## src/rtl/tlig_pkg.sv

```systemverilog
// terrain lod index generator: shared types, constants and operation codes
// no dependencies; used by every module of the block
`timescale 1ns / 1ps

package tlig_pkg;

  localparam int IDX_W   = 17;
  localparam int COORD_W = 9;
  localparam int SIDE_W  = 9;
  localparam int LOD_W   = 5;
  localparam int MAX_LOD = 16;

  // register indexes on the configuration port
  localparam int CFG_IDX_W = 2;
  localparam logic [CFG_IDX_W-1:0] CFG_BLOCK_WIDTH  = 2'd0;
  localparam logic [CFG_IDX_W-1:0] CFG_BLOCK_HEIGHT = 2'd1;
  localparam logic [CFG_IDX_W-1:0] CFG_LOD          = 2'd2;

  localparam logic [SIDE_W-1:0] RESET_SIDE = 9'd129;
  localparam logic [LOD_W-1:0]  RESET_LOD  = 5'd1;

  // triangle step codes; a fan step runs lod triangles, the others one
  localparam int OP_W = 4;
  localparam logic [OP_W-1:0] OP_BAD       = 4'd0;
  localparam logic [OP_W-1:0] OP_FINE_LO   = 4'd1;
  localparam logic [OP_W-1:0] OP_FINE_HI   = 4'd2;
  localparam logic [OP_W-1:0] OP_QUAD_LO   = 4'd3;
  localparam logic [OP_W-1:0] OP_QUAD_HI   = 4'd4;
  localparam logic [OP_W-1:0] OP_FAN_LEFT  = 4'd5;
  localparam logic [OP_W-1:0] OP_FAN_LEFTC = 4'd6;
  localparam logic [OP_W-1:0] OP_FAN_TOP   = 4'd7;
  localparam logic [OP_W-1:0] OP_FAN_TOPC  = 4'd8;
  localparam logic [OP_W-1:0] OP_FAN_RIGHT = 4'd9;
  localparam logic [OP_W-1:0] OP_FAN_BOT   = 4'd10;
  localparam logic [OP_W-1:0] OP_FAN_BR1   = 4'd11;
  localparam logic [OP_W-1:0] OP_FAN_BR2   = 4'd12;

  localparam int QUEUE_DEPTH = 4;
  localparam int QPTR_W      = $clog2(QUEUE_DEPTH);

  // one classified cell, ready for the triangle sequencer
  typedef struct packed {
    logic [OP_W-1:0]   op_first;
    logic [OP_W-1:0]   op_second;
    logic              one_step;
    logic [IDX_W-1:0]  b;
    logic [IDX_W-1:0]  bl;
    logic [IDX_W-1:0]  bd;
    logic [IDX_W-1:0]  bdl;
    logic [SIDE_W-1:0] wd;
    logic [LOD_W-1:0]  lod;
  } tlig_desc_t;

  function automatic logic op_is_fan(input logic [OP_W-1:0] op);
    logic r;
    r = (op == OP_FAN_LEFT) || (op == OP_FAN_LEFTC) || (op == OP_FAN_TOP) ||
        (op == OP_FAN_TOPC) || (op == OP_FAN_RIGHT) || (op == OP_FAN_BOT) ||
        (op == OP_FAN_BR1)  || (op == OP_FAN_BR2);
    return r;
  endfunction

endpackage

```

## src/rtl/tlig_front.sv

```systemverilog
// front end: accepts cell words, classifies the cell and computes base indices
// depends on tlig_pkg; feeds tlig_queue
`timescale 1ns / 1ps

module tlig_front (
  input  logic                          clk,
  input  logic                          rst,
  input  logic                          in_valid,
  output logic                          in_ready,
  input  logic [tlig_pkg::COORD_W-1:0]  cell_x,
  input  logic [tlig_pkg::COORD_W-1:0]  cell_y,
  input  logic [tlig_pkg::SIDE_W-1:0]   wd,
  input  logic [tlig_pkg::SIDE_W-1:0]   hd,
  input  logic [tlig_pkg::LOD_W-1:0]    lod,
  input  logic                          q_full,
  output logic                          q_push,
  output tlig_pkg::tlig_desc_t          q_data
);

  localparam int PW = tlig_pkg::COORD_W + 1 + tlig_pkg::LOD_W;

  // stage one registers
  logic                          f1_valid;
  logic [tlig_pkg::OP_W-1:0]     f1_op_first;
  logic [tlig_pkg::OP_W-1:0]     f1_op_second;
  logic                          f1_one_step;
  logic [tlig_pkg::COORD_W-1:0]  f1_x;
  logic [tlig_pkg::IDX_W-1:0]    f1_yw;
  logic [tlig_pkg::SIDE_W-1:0]   f1_wd;
  logic [tlig_pkg::LOD_W-1:0]    f1_lod;

  // stage two registers
  logic                          f2_valid;
  logic [tlig_pkg::OP_W-1:0]     f2_op_first;
  logic [tlig_pkg::OP_W-1:0]     f2_op_second;
  logic                          f2_one_step;
  logic [tlig_pkg::IDX_W-1:0]    f2_b;
  logic [tlig_pkg::IDX_W-1:0]    f2_dn;
  logic [tlig_pkg::SIDE_W-1:0]   f2_wd;
  logic [tlig_pkg::LOD_W-1:0]    f2_lod;

  logic f1_move, f2_move, accept;

  logic [tlig_pkg::LOD_W-1:0] lod_sat;
  logic [PW-1:0] x1l, x2l, y1l, y2l;
  logic [tlig_pkg::COORD_W:0] xp1, xp2, yp1, yp2;
  logic in_x, in_y, last_x, last_y, x0, y0;
  logic [tlig_pkg::OP_W-1:0] op_first, op_second;
  logic one_step;

  assign f2_move  = f2_valid && !q_full;
  assign f1_move  = f1_valid && (!f2_valid || f2_move);
  assign in_ready = !f1_valid || f1_move;
  assign accept   = in_valid && in_ready;

  // classification, one small multiply per bound test
  always_comb begin
    if (lod == '0) begin
      lod_sat = tlig_pkg::LOD_W'(1);
    end else if (lod > tlig_pkg::LOD_W'(tlig_pkg::MAX_LOD)) begin
      lod_sat = tlig_pkg::LOD_W'(tlig_pkg::MAX_LOD);
    end else begin
      lod_sat = lod;
    end
    xp1 = {1'b0, cell_x} + (tlig_pkg::COORD_W+1)'(1);
    xp2 = {1'b0, cell_x} + (tlig_pkg::COORD_W+1)'(2);
    yp1 = {1'b0, cell_y} + (tlig_pkg::COORD_W+1)'(1);
    yp2 = {1'b0, cell_y} + (tlig_pkg::COORD_W+1)'(2);
    x1l = PW'(xp1) * PW'(lod_sat);
    x2l = PW'(xp2) * PW'(lod_sat);
    y1l = PW'(yp1) * PW'(lod_sat);
    y2l = PW'(yp2) * PW'(lod_sat);
    x0 = (cell_x == '0);
    y0 = (cell_y == '0);
    // fine grid has side-1 cells, coarse grid has floor(side/lod)
    if (lod_sat == tlig_pkg::LOD_W'(1)) begin
      in_x = PW'(xp2) <= PW'(wd);
      in_y = PW'(yp2) <= PW'(hd);
    end else begin
      in_x = x1l <= PW'(wd);
      in_y = y1l <= PW'(hd);
    end
    last_x = x2l > PW'(wd);
    last_y = y2l > PW'(hd);

    op_first  = tlig_pkg::OP_BAD;
    op_second = tlig_pkg::OP_BAD;
    one_step  = 1'b0;
    if (!(in_x && in_y)) begin
      one_step = 1'b1;
    end else if (lod_sat == tlig_pkg::LOD_W'(1)) begin
      op_first  = tlig_pkg::OP_FINE_LO;
      op_second = tlig_pkg::OP_FINE_HI;
    end else if (x0) begin
      if (y0) begin
        op_first  = tlig_pkg::OP_FAN_LEFTC;
        op_second = tlig_pkg::OP_FAN_TOPC;
      end else if (last_y) begin
        op_first  = tlig_pkg::OP_FAN_LEFT;
        op_second = tlig_pkg::OP_FAN_BOT;
      end else begin
        op_first  = tlig_pkg::OP_QUAD_HI;
        op_second = tlig_pkg::OP_FAN_LEFT;
      end
    end else if (y0) begin
      if (last_x) begin
        op_first  = tlig_pkg::OP_FAN_TOP;
        op_second = tlig_pkg::OP_FAN_RIGHT;
      end else begin
        op_first  = tlig_pkg::OP_QUAD_HI;
        op_second = tlig_pkg::OP_FAN_TOP;
      end
    end else if (last_x) begin
      if (last_y) begin
        op_first  = tlig_pkg::OP_FAN_BR1;
        op_second = tlig_pkg::OP_FAN_BR2;
      end else begin
        op_first  = tlig_pkg::OP_QUAD_LO;
        op_second = tlig_pkg::OP_FAN_RIGHT;
      end
    end else if (last_y) begin
      op_first  = tlig_pkg::OP_QUAD_LO;
      op_second = tlig_pkg::OP_FAN_BOT;
    end else begin
      op_first  = tlig_pkg::OP_QUAD_LO;
      op_second = tlig_pkg::OP_QUAD_HI;
    end
  end

  always_ff @(posedge clk) begin
    if (rst) begin
      f1_valid <= 1'b0;
      f2_valid <= 1'b0;
    end else begin
      if (in_ready) begin
        f1_valid <= in_valid;
      end
      if (!f2_valid || f2_move) begin
        f2_valid <= f1_valid;
      end
    end
  end

  always_ff @(posedge clk) begin
    if (accept) begin
      f1_op_first  <= op_first;
      f1_op_second <= op_second;
      f1_one_step  <= one_step;
      f1_x         <= cell_x;
      f1_yw        <= tlig_pkg::IDX_W'(cell_y) * tlig_pkg::IDX_W'(wd);
      f1_wd        <= wd;
      f1_lod       <= lod_sat;
    end
    if (f1_move) begin
      f2_op_first  <= f1_op_first;
      f2_op_second <= f1_op_second;
      f2_one_step  <= f1_one_step;
      f2_b   <= (f1_yw + tlig_pkg::IDX_W'(f1_x)) * tlig_pkg::IDX_W'(f1_lod);
      f2_dn  <= tlig_pkg::IDX_W'(f1_wd) * tlig_pkg::IDX_W'(f1_lod);
      f2_wd  <= f1_wd;
      f2_lod <= f1_lod;
    end
  end

  assign q_push = f2_move;

  always_comb begin
    q_data.op_first  = f2_op_first;
    q_data.op_second = f2_op_second;
    q_data.one_step  = f2_one_step;
    q_data.b         = f2_b;
    q_data.bl        = f2_b + tlig_pkg::IDX_W'(f2_lod);
    q_data.bd        = f2_b + f2_dn;
    q_data.bdl       = f2_b + f2_dn + tlig_pkg::IDX_W'(f2_lod);
    q_data.wd        = f2_wd;
    q_data.lod       = f2_lod;
  end

endmodule

```

## src/rtl/tlig_queue.sv

```systemverilog
// short descriptor queue between the front end and the triangle sequencer
// depends on tlig_pkg
`timescale 1ns / 1ps

module tlig_queue (
  input  logic                  clk,
  input  logic                  rst,
  input  logic                  push,
  input  tlig_pkg::tlig_desc_t  push_data,
  output logic                  full,
  input  logic                  pop,
  output logic                  head_valid,
  output tlig_pkg::tlig_desc_t  head
);

  tlig_pkg::tlig_desc_t entries [tlig_pkg::QUEUE_DEPTH];
  logic [tlig_pkg::QPTR_W-1:0] wr_ptr;
  logic [tlig_pkg::QPTR_W-1:0] rd_ptr;
  logic [tlig_pkg::QPTR_W:0]   count;

  assign full       = (count == (tlig_pkg::QPTR_W+1)'(tlig_pkg::QUEUE_DEPTH));
  assign head_valid = (count != '0);
  assign head       = entries[rd_ptr];

  always_ff @(posedge clk) begin
    if (rst) begin
      wr_ptr <= '0;
      rd_ptr <= '0;
      count  <= '0;
    end else begin
      if (push) begin
        wr_ptr <= wr_ptr + tlig_pkg::QPTR_W'(1);
      end
      if (pop) begin
        rd_ptr <= rd_ptr + tlig_pkg::QPTR_W'(1);
      end
      if (push && !pop) begin
        count <= count + (tlig_pkg::QPTR_W+1)'(1);
      end else if (pop && !push) begin
        count <= count - (tlig_pkg::QPTR_W+1)'(1);
      end
    end
  end

  always_ff @(posedge clk) begin
    if (push) begin
      entries[wr_ptr] <= push_data;
    end
  end

endmodule

```

## src/rtl/tlig_back.sv

```systemverilog
// back end: steps through a cell's triangles, one per cycle, into the output register
// unless out_ready stalls it; depends on tlig_pkg; reads descriptors from tlig_queue
`timescale 1ns / 1ps

module tlig_back (
  input  logic                        clk,
  input  logic                        rst,
  input  logic                        head_valid,
  input  tlig_pkg::tlig_desc_t        head,
  output logic                        pop,
  output logic                        out_valid,
  input  logic                        out_ready,
  output logic [tlig_pkg::IDX_W-1:0]  index_first,
  output logic [tlig_pkg::IDX_W-1:0]  index_second,
  output logic [tlig_pkg::IDX_W-1:0]  index_third,
  output logic                        last_triangle,
  output logic                        bad_cell
);

  logic                       phase;
  logic [tlig_pkg::LOD_W-1:0] v;
  logic [tlig_pkg::IDX_W-1:0] wv;

  logic [tlig_pkg::OP_W-1:0]  op;
  logic [tlig_pkg::IDX_W-1:0] wv1, vv, bv, bwv, bwv1, blwv, blwv1, bdv;
  logic [tlig_pkg::IDX_W-1:0] t0, t1, t2;
  logic adv, fan, step_end, item_end;

  assign adv = head_valid && (!out_valid || out_ready);
  assign op  = phase ? head.op_second : head.op_first;

  always_comb begin
    wv1   = wv + tlig_pkg::IDX_W'(head.wd);
    vv    = tlig_pkg::IDX_W'(v);
    bv    = head.b + vv;
    bwv   = head.b + wv;
    bwv1  = head.b + wv1;
    blwv  = head.bl + wv;
    blwv1 = head.bl + wv1;
    bdv   = head.bd + vv;
    t0 = '0;
    t1 = '0;
    t2 = '0;
    case (op)
      tlig_pkg::OP_BAD: begin
        t0 = '0; t1 = '0; t2 = '0;
      end
      tlig_pkg::OP_FINE_LO: begin
        t0 = head.b; t1 = bwv1; t2 = head.b + tlig_pkg::IDX_W'(1);
      end
      tlig_pkg::OP_FINE_HI: begin
        t0 = head.b + tlig_pkg::IDX_W'(1); t1 = bwv1;
        t2 = bwv1 + tlig_pkg::IDX_W'(1);
      end
      tlig_pkg::OP_QUAD_LO: begin
        t0 = head.b; t1 = head.bd; t2 = head.bl;
      end
      tlig_pkg::OP_QUAD_HI: begin
        t0 = head.bl; t1 = head.bd; t2 = head.bdl;
      end
      tlig_pkg::OP_FAN_LEFT: begin
        t0 = bwv; t1 = bwv1; t2 = head.bl;
      end
      tlig_pkg::OP_FAN_LEFTC: begin
        t0 = bwv; t1 = bwv1; t2 = head.bdl;
      end
      tlig_pkg::OP_FAN_TOP: begin
        t0 = bv; t1 = head.bd; t2 = bv + tlig_pkg::IDX_W'(1);
      end
      tlig_pkg::OP_FAN_TOPC: begin
        t0 = bv; t1 = head.bdl; t2 = bv + tlig_pkg::IDX_W'(1);
      end
      tlig_pkg::OP_FAN_RIGHT: begin
        t0 = blwv; t1 = head.bd; t2 = blwv1;
      end
      tlig_pkg::OP_FAN_BOT: begin
        t0 = head.bl; t1 = bdv; t2 = bdv + tlig_pkg::IDX_W'(1);
      end
      tlig_pkg::OP_FAN_BR1: begin
        t0 = head.b; t1 = bdv; t2 = bdv + tlig_pkg::IDX_W'(1);
      end
      tlig_pkg::OP_FAN_BR2: begin
        t0 = head.b; t1 = blwv1; t2 = blwv;
      end
      default: begin
        t0 = '0; t1 = '0; t2 = '0;
      end
    endcase
    fan      = tlig_pkg::op_is_fan(op);
    step_end = !fan || (v == head.lod - tlig_pkg::LOD_W'(1));
    item_end = step_end && (phase || head.one_step);
  end

  assign pop = adv && item_end;

  always_ff @(posedge clk) begin
    if (rst) begin
      out_valid <= 1'b0;
      phase     <= 1'b0;
      v         <= '0;
      wv        <= '0;
    end else begin
      if (adv) begin
        out_valid <= 1'b1;
      end else if (out_ready) begin
        out_valid <= 1'b0;
      end
      if (adv) begin
        if (step_end) begin
          phase <= !item_end;
          v     <= '0;
          wv    <= '0;
        end else begin
          v  <= v + tlig_pkg::LOD_W'(1);
          wv <= wv1;
        end
      end
    end
  end

  always_ff @(posedge clk) begin
    if (adv) begin
      index_first   <= t0;
      index_second  <= t1;
      index_third   <= t2;
      last_triangle <= item_end;
      bad_cell      <= (op == tlig_pkg::OP_BAD);
    end
  end

endmodule

```

## src/rtl/terrain_lod_index_generator.sv

```systemverilog
// top level of the terrain lod index generator: configuration registers and wiring
// depends on tlig_pkg, tlig_front, tlig_queue and tlig_back
`timescale 1ns / 1ps

// Takes one coarse cell coordinate (cell_x, cell_y) of a row-major vertex block
// and returns the cell's triangles as vertex index triples, one triangle per output
// word, with last_triangle set on the final one. At level of detail 1 each cell
// gives two triangles; above that, interior cells give two, edge cells 1+lod and
// corner cells 2*lod, fanned to stitch against full-resolution neighbors. A cell
// outside the coarse grid gives a single word with bad_cell and last_triangle set
// and zero indices. Indices wrap to 17 bits. A level of 0 acts as 1 and levels
// above 16 act as 16. The output side produces one triangle per clock unless
// out_ready stalls it, and that output sequencer sets the pace. A cell word
// goes through two front stages (classify, then base index multiply) and a
// 4-deep descriptor queue, so the front keeps taking words while the back is
// busy fanning. Configuration must only be written while the block is idle;
// the block itself does not enforce this. Writes to index 3 are ignored.

module terrain_lod_index_generator (
  input  logic                                 clk,
  input  logic                                 rst,
  // configuration write port
  input  logic                                 cfg_write,
  input  logic [tlig_pkg::CFG_IDX_W-1:0]       cfg_index,
  input  logic [tlig_pkg::SIDE_W-1:0]          cfg_data,
  // cell word in
  input  logic                                 in_valid,
  output logic                                 in_ready,
  input  logic [tlig_pkg::COORD_W-1:0]         cell_x,
  input  logic [tlig_pkg::COORD_W-1:0]         cell_y,
  // triangle word out
  output logic                                 out_valid,
  input  logic                                 out_ready,
  output logic [tlig_pkg::IDX_W-1:0]           index_first,
  output logic [tlig_pkg::IDX_W-1:0]           index_second,
  output logic [tlig_pkg::IDX_W-1:0]           index_third,
  output logic                                 last_triangle,
  output logic                                 bad_cell
);

  // configuration registers
  logic [tlig_pkg::SIDE_W-1:0] block_width;
  logic [tlig_pkg::SIDE_W-1:0] block_height;
  logic [tlig_pkg::LOD_W-1:0]  level_of_detail;

  // front to queue
  logic                  q_push;
  logic                  q_full;
  tlig_pkg::tlig_desc_t  q_data;

  // queue to back
  logic                  q_pop;
  logic                  q_valid;
  tlig_pkg::tlig_desc_t  q_head;

  always_ff @(posedge clk) begin
    if (rst) begin
      block_width     <= tlig_pkg::RESET_SIDE;
      block_height    <= tlig_pkg::RESET_SIDE;
      level_of_detail <= tlig_pkg::RESET_LOD;
    end else if (cfg_write) begin
      case (cfg_index)
        tlig_pkg::CFG_BLOCK_WIDTH:  block_width     <= cfg_data;
        tlig_pkg::CFG_BLOCK_HEIGHT: block_height    <= cfg_data;
        tlig_pkg::CFG_LOD:          level_of_detail <= cfg_data[tlig_pkg::LOD_W-1:0];
        default: begin
          // unmapped index, nothing to write
        end
      endcase
    end
  end

  // front end: handshake, bound tests, case selection, base indices
  tlig_front u_front (
    .clk      (clk),
    .rst      (rst),
    .in_valid (in_valid),
    .in_ready (in_ready),
    .cell_x   (cell_x),
    .cell_y   (cell_y),
    .wd       (block_width),
    .hd       (block_height),
    .lod      (level_of_detail),
    .q_full   (q_full),
    .q_push   (q_push),
    .q_data   (q_data)
  );

  // decouples the classifier from the triangle sequencer
  tlig_queue u_queue (
    .clk        (clk),
    .rst        (rst),
    .push       (q_push),
    .push_data  (q_data),
    .full       (q_full),
    .pop        (q_pop),
    .head_valid (q_valid),
    .head       (q_head)
  );

  // back end: one triangle per cycle into the output register while out_ready allows
  tlig_back u_back (
    .clk           (clk),
    .rst           (rst),
    .head_valid    (q_valid),
    .head          (q_head),
    .pop           (q_pop),
    .out_valid     (out_valid),
    .out_ready     (out_ready),
    .index_first   (index_first),
    .index_second  (index_second),
    .index_third   (index_third),
    .last_triangle (last_triangle),
    .bad_cell      (bad_cell)
  );

  // a bad cell word is always a lone, final, all-zero word
  a_bad_is_last: assert property (@(posedge clk) disable iff (rst)
    out_valid && bad_cell |-> last_triangle && index_first == '0 &&
                              index_second == '0 && index_third == '0)
    else $error("bad cell word not final or not zero");

  // the sequencer only retires a descriptor the queue holds
  a_pop_valid: assert property (@(posedge clk) disable iff (rst)
    q_pop |-> q_valid)
    else $error("descriptor retired from empty queue");

  // the front never pushes into a full queue
  a_no_overflow: assert property (@(posedge clk) disable iff (rst)
    q_push |-> !q_full || q_pop)
    else $error("descriptor queue overflow");

  // a queued level of detail is already saturated into 1..16
  a_lod_range: assert property (@(posedge clk) disable iff (rst)
    q_valid |-> q_head.lod != '0 &&
                q_head.lod <= tlig_pkg::LOD_W'(tlig_pkg::MAX_LOD))
    else $error("queued level of detail out of range");

endmodule
```

## config.mk

```make
export PLATFORM = sky130hd
export DESIGN_NAME = terrain_lod_index_generator
export DESIGN_NICKNAME = d
export VERILOG_FILES = /design/src/rtl/tlig_pkg.sv /design/src/rtl/tlig_front.sv /design/src/rtl/tlig_queue.sv /design/src/rtl/tlig_back.sv /design/src/rtl/terrain_lod_index_generator.sv
export SDC_FILE = /design/constraint.sdc
export NUM_CORES = 2
export LEC_CHECK = 0
export ABC_AREA = 1
export BUFFER_PORTS_ARGS = -buffer_cell sky130_fd_sc_hd__buf_4
export CAP_MARGIN = 10
export CORE_AREA = 2 2 276 414
export DETAILED_ROUTE_END_ITERATION = 12
export DIE_AREA = 0 0 278 416
export HOLD_SLACK_MARGIN = 0.12
export SYNTH_ARGS = -nofsm -noshare
export SYNTH_HDL_FRONTEND = slang
export SYNTH_SLANG_ARGS = --single-unit
```

## constraint.sdc

```tcl
create_clock -name clk -period 15.3 [get_ports clk]
set_input_delay 1.53 -clock clk [delete_from_list [all_inputs] [get_ports clk]]
set_output_delay 1.53 -clock clk [all_outputs]
set_load 0.05 [all_outputs]
```

==> impl_metrics.tcl <==
set metrics [dict create \
    dr.pass1.iters 6 \
    avgSynthCellArea_um2 8.564 \
    synth_top_family_by_area "simple AND/OR/NAND/NOR gates" \
    wl_per_cell_um 21.32 \
    cp_slowest_stage_delay_ns 0.55 \
    setup_viol 0 \
    root_buffer "clkbuf_16" \
    coreArea_mm2 0.1124 \
    yosys.area_share.adder_pct 19.80 \
    seq_area_frac_synth_pct 37.79 \
    cp_max_fo 17 \
    finalSetupTns_ns 0 \
    synth_warnings 0 \
    ys_top_cells_by_area "edfxtp_1 (35%), nand2_1 (10%), ha_1 (10%)" \
    r2r_start "level_of_detail[4]$_SDFFE_PP0P_" \
    final_antenna_net_count 0 \
    fmax_mhz 133.0 \
    cts.clk_slew.worst_paths_ns 0.06 \
    synth_xor_area_share_pct 4.332 \
    final_common_cell "nand2_1" \
    slowest_stage "fa_1" \
    cellPowerDensity_mw_per_mm2 209.8 \
    slew_violations 0 \
    holdCritPathClass "reg2reg" \
    post-route-period-util_pct 49.13 \
    worstSetupPathType "in2reg" \
    netlist_area_mm2 0.04439 \
    fin_ws_ns 7.783 \
    dpl.hpwl_um 112500 \
    slew_headroom_pct 12.32 \
    utilization_pct 43.20 \
    start_util_pct 39.49 \
    clock-sinks 578 \
    clock_latency_ns 0.68 \
    post_cts_buffers 0 \
    hold_start "u_front.f1_op_second[1]$_SDFFCE_PP0P_" \
    netlist_instances 5184 \
    r2r_slack_ns 8.03 \
    critPathLaunchType "input pin" \
    fin_area_mm2 0.04856 \
    synth_cell_type_count 61 \
    power_w 0.01019 \
    cts_buffers 58 \
    ys_seq_elements 578 \
    layout_common_cells "nand2_1 (1,199), inv_1 (722), edfxtp_1 (520)" \
    gp_congestion 1.062 \
    drive_gt1_share_pct 6.168 \
    drc 0 \
    grt_pass1_wl_um 214600 \
    htree_levels 2 \
    crit_path_end_kind "register" \
    grt_usage_pct 24.58 \
    via_per_inst 5.308 \
    area_delta_synth_final_pct 9.385 \
    grt_max_degree 74 \
    synth-simple-area-share_pct 20.71 \
    cts_hold_buf 0 \
    cts_tree "built" \
    rr_worst_depth 33 \
    p_leak_nw 22.12 \
    ioPinCount 89 \
    synthMuxAreaShare_pct 0 \
    diodes 0 \
    synth_flop_cell "edfxtp_1" \
    grt_pass1_vias 36080 \
    die_x_um 278 \
    cts_buffer_depth 3 \
    synth_compound_area_share_pct 9.464 \
    synth_top_area_share_pct 35.17 \
    drt-initial-drc-count 2238 \
    min_to "u_front.f2_op_second[1]$_DFFE_PP_" \
    grt_setup_unrepaired "no" \
    async_flop_share_pct 0 \
    vdd_drop_max_v 0.0001241 \
    r2r-end "u_front.f1_op_second[1]$_SDFFCE_PP0P_" \
    arrival_ns 7.93 \
    die_area_mm2 0.1156 \
    port_buffers 88 \
    dp_slack_ns 7.007 \
    syn-num-nets 5791 \
    routed_wl_um 143700 \
    synth_edf_count 520 \
    row_count 151 \
    cts_resized 0 \
    grt_overflow 0 \
    vias 35770 \
    cp.required_ns 15.71 \
    fin_crit_ns 7.517 \
    nets 5845 \
    die_y_um 416 \
    max-cap-violations 0 \
    fin_worst_skew_ns 0.04637 \
    antenna_found_initial 1 \
    status "finished, final reports clean" \
    worst_pin_slew_ns 1.315 \
    postPlaceCellArea_mm2 0.04657 \
    synth_top_area_cell "edfxtp_1" \
    hold_viol_final 0 \
    whs_path_depth 0 \
]
==> cells in the mapped netlist (all sizes together) (16+ instances only) <==
library cell,instances
nor3,62
a31oi,17
dfxtp,58
o22ai,48
nand2,1216
ha,357
nand3b,16
a21oi,293
clkbuf,85
fa,216
inv,740
xnor2,55
o2111ai,20
or2,20
nand3,292
o21bai,26
o21ai,244
xor2,162
buf,55
nand4,51
edfxtp,520
nor2,523
==> metal layers <==
metal | global-route usage (%) | share of wire [%] | vias to the layer above | routed length [um]
li1 | - | - | 17250 | -
met1 | 24.50 | 35 | 17220 | 49720
met2 | 46.62 | 53 | 937 | 76010
met3 | 2.692 | 3.9 | 365 | 5658
met4 | 18.22 | 8.6 | 0 | 12290
met5 | 0 | 0 | - | 0
==> per-stage QoR <==
stage | hold WS (ns) | instances
global route | 0.4435 | 6738
floorplan | 0.4003 | 5184
detailed placement | 0.4164 | 6631
CTS | 0.4329 | 6738
finish | 0.4269 | 6738
global placement | 0.4234 | 6631
==> cell type report <==
class	instances	area (um2)
clock buffers	70	1516
clock inverters	37	469.2
fillers	11070	63850
inverters	747	2810
multi-input cells	3719	24160
flip-flops and latches	578	16780
well taps	1453	1818
repair buffers	134	1006
==> how the worst max path moves through the flow <==
stage	slack, ns	from	endpoint	cells past startpoint
final	7.78	cell_y[1]	u_front.f1_op_second[1]$_SDFFCE_PP0P_	35
after global routing	7.18	cell_y[1]	u_front.f1_op_second[1]$_SDFFCE_PP0P_	35
after CTS	7.69	cell_y[1]	u_front.f1_op_second[1]$_SDFFCE_PP0P_	35
after detailed placement	7.01	cell_y[1]	u_front.f1_op_second[1]$_SDFFCE_PP0P_	35
after global placement	6.97	cell_y[1]	u_front.f1_op_second[1]$_SDFFCE_PP0P_	36
after floorplan	8.49	cell_y[1]	u_front.f1_op_second[1]$_SDFFCE_PP0P_	34
==> cell families (layout without fill, tap and decap cells) <==
logic type | after synthesis | in the layout
buffers and inverters | 887 | 988
AO/OA/AOI/OAI | 736 | 736
flip-flops | 578 | 578
adder cells (fa/ha/maj) | 573 | 573
AND/OR/NAND/NOR | 2192 | 2192
XOR/XNOR | 218 | 218
==> flip-flops by register name, summed over array words and instances (netlist names), 3 cells and up, named ones only <==
signal                flops
u_front.f1_wd             9
u_front.f1_op_second      4
u_back.index_first       17
u_queue.entries         364
u_back.wv                17
u_front.f2_lod            5
u_back.v                  5
u_back.index_third       17
u_front.f2_op_first       4
u_back.index_second      17
u_front.f1_x              9
u_front.f2_wd             9
block_width               9
u_front.f1_yw            17
u_queue.count             3
level_of_detail           5
block_height              9
u_front.f2_b             17
u_front.f2_dn            14
u_front.f1_op_first       4
u_front.f1_lod            5
u_front.f2_op_second      4
==> worst max-delay path: cells and delay by family <==
kind | cells | cell delay [ns]
AOI/OAI and AO/OA | 5 | 0.87
adders and majority gates | 7 | 2.84
and+or+nand+nor | 15 | 1.98
xor gates and xnor gates | 1 | 0.12
buffers and inverters | 7 | 0.60
==> power by group <==
| group | total, W | switching [W] | leakage, nW | internal [W] |
|---|---|---|---|---|
| sequential | 0.00243 | 0.000163 | 5.27 | 0.00227 |
| clock | 0.00151 | 0.000660 | 0.943 | 0.000850 |
| combinational | 0.00625 | 0.00444 | 15.9 | 0.00181 |
| total | 0.0102 | 0.00526 | 22.1 | 0.00492 |
No activity file was read; power rests on OpenSTA's default activity.
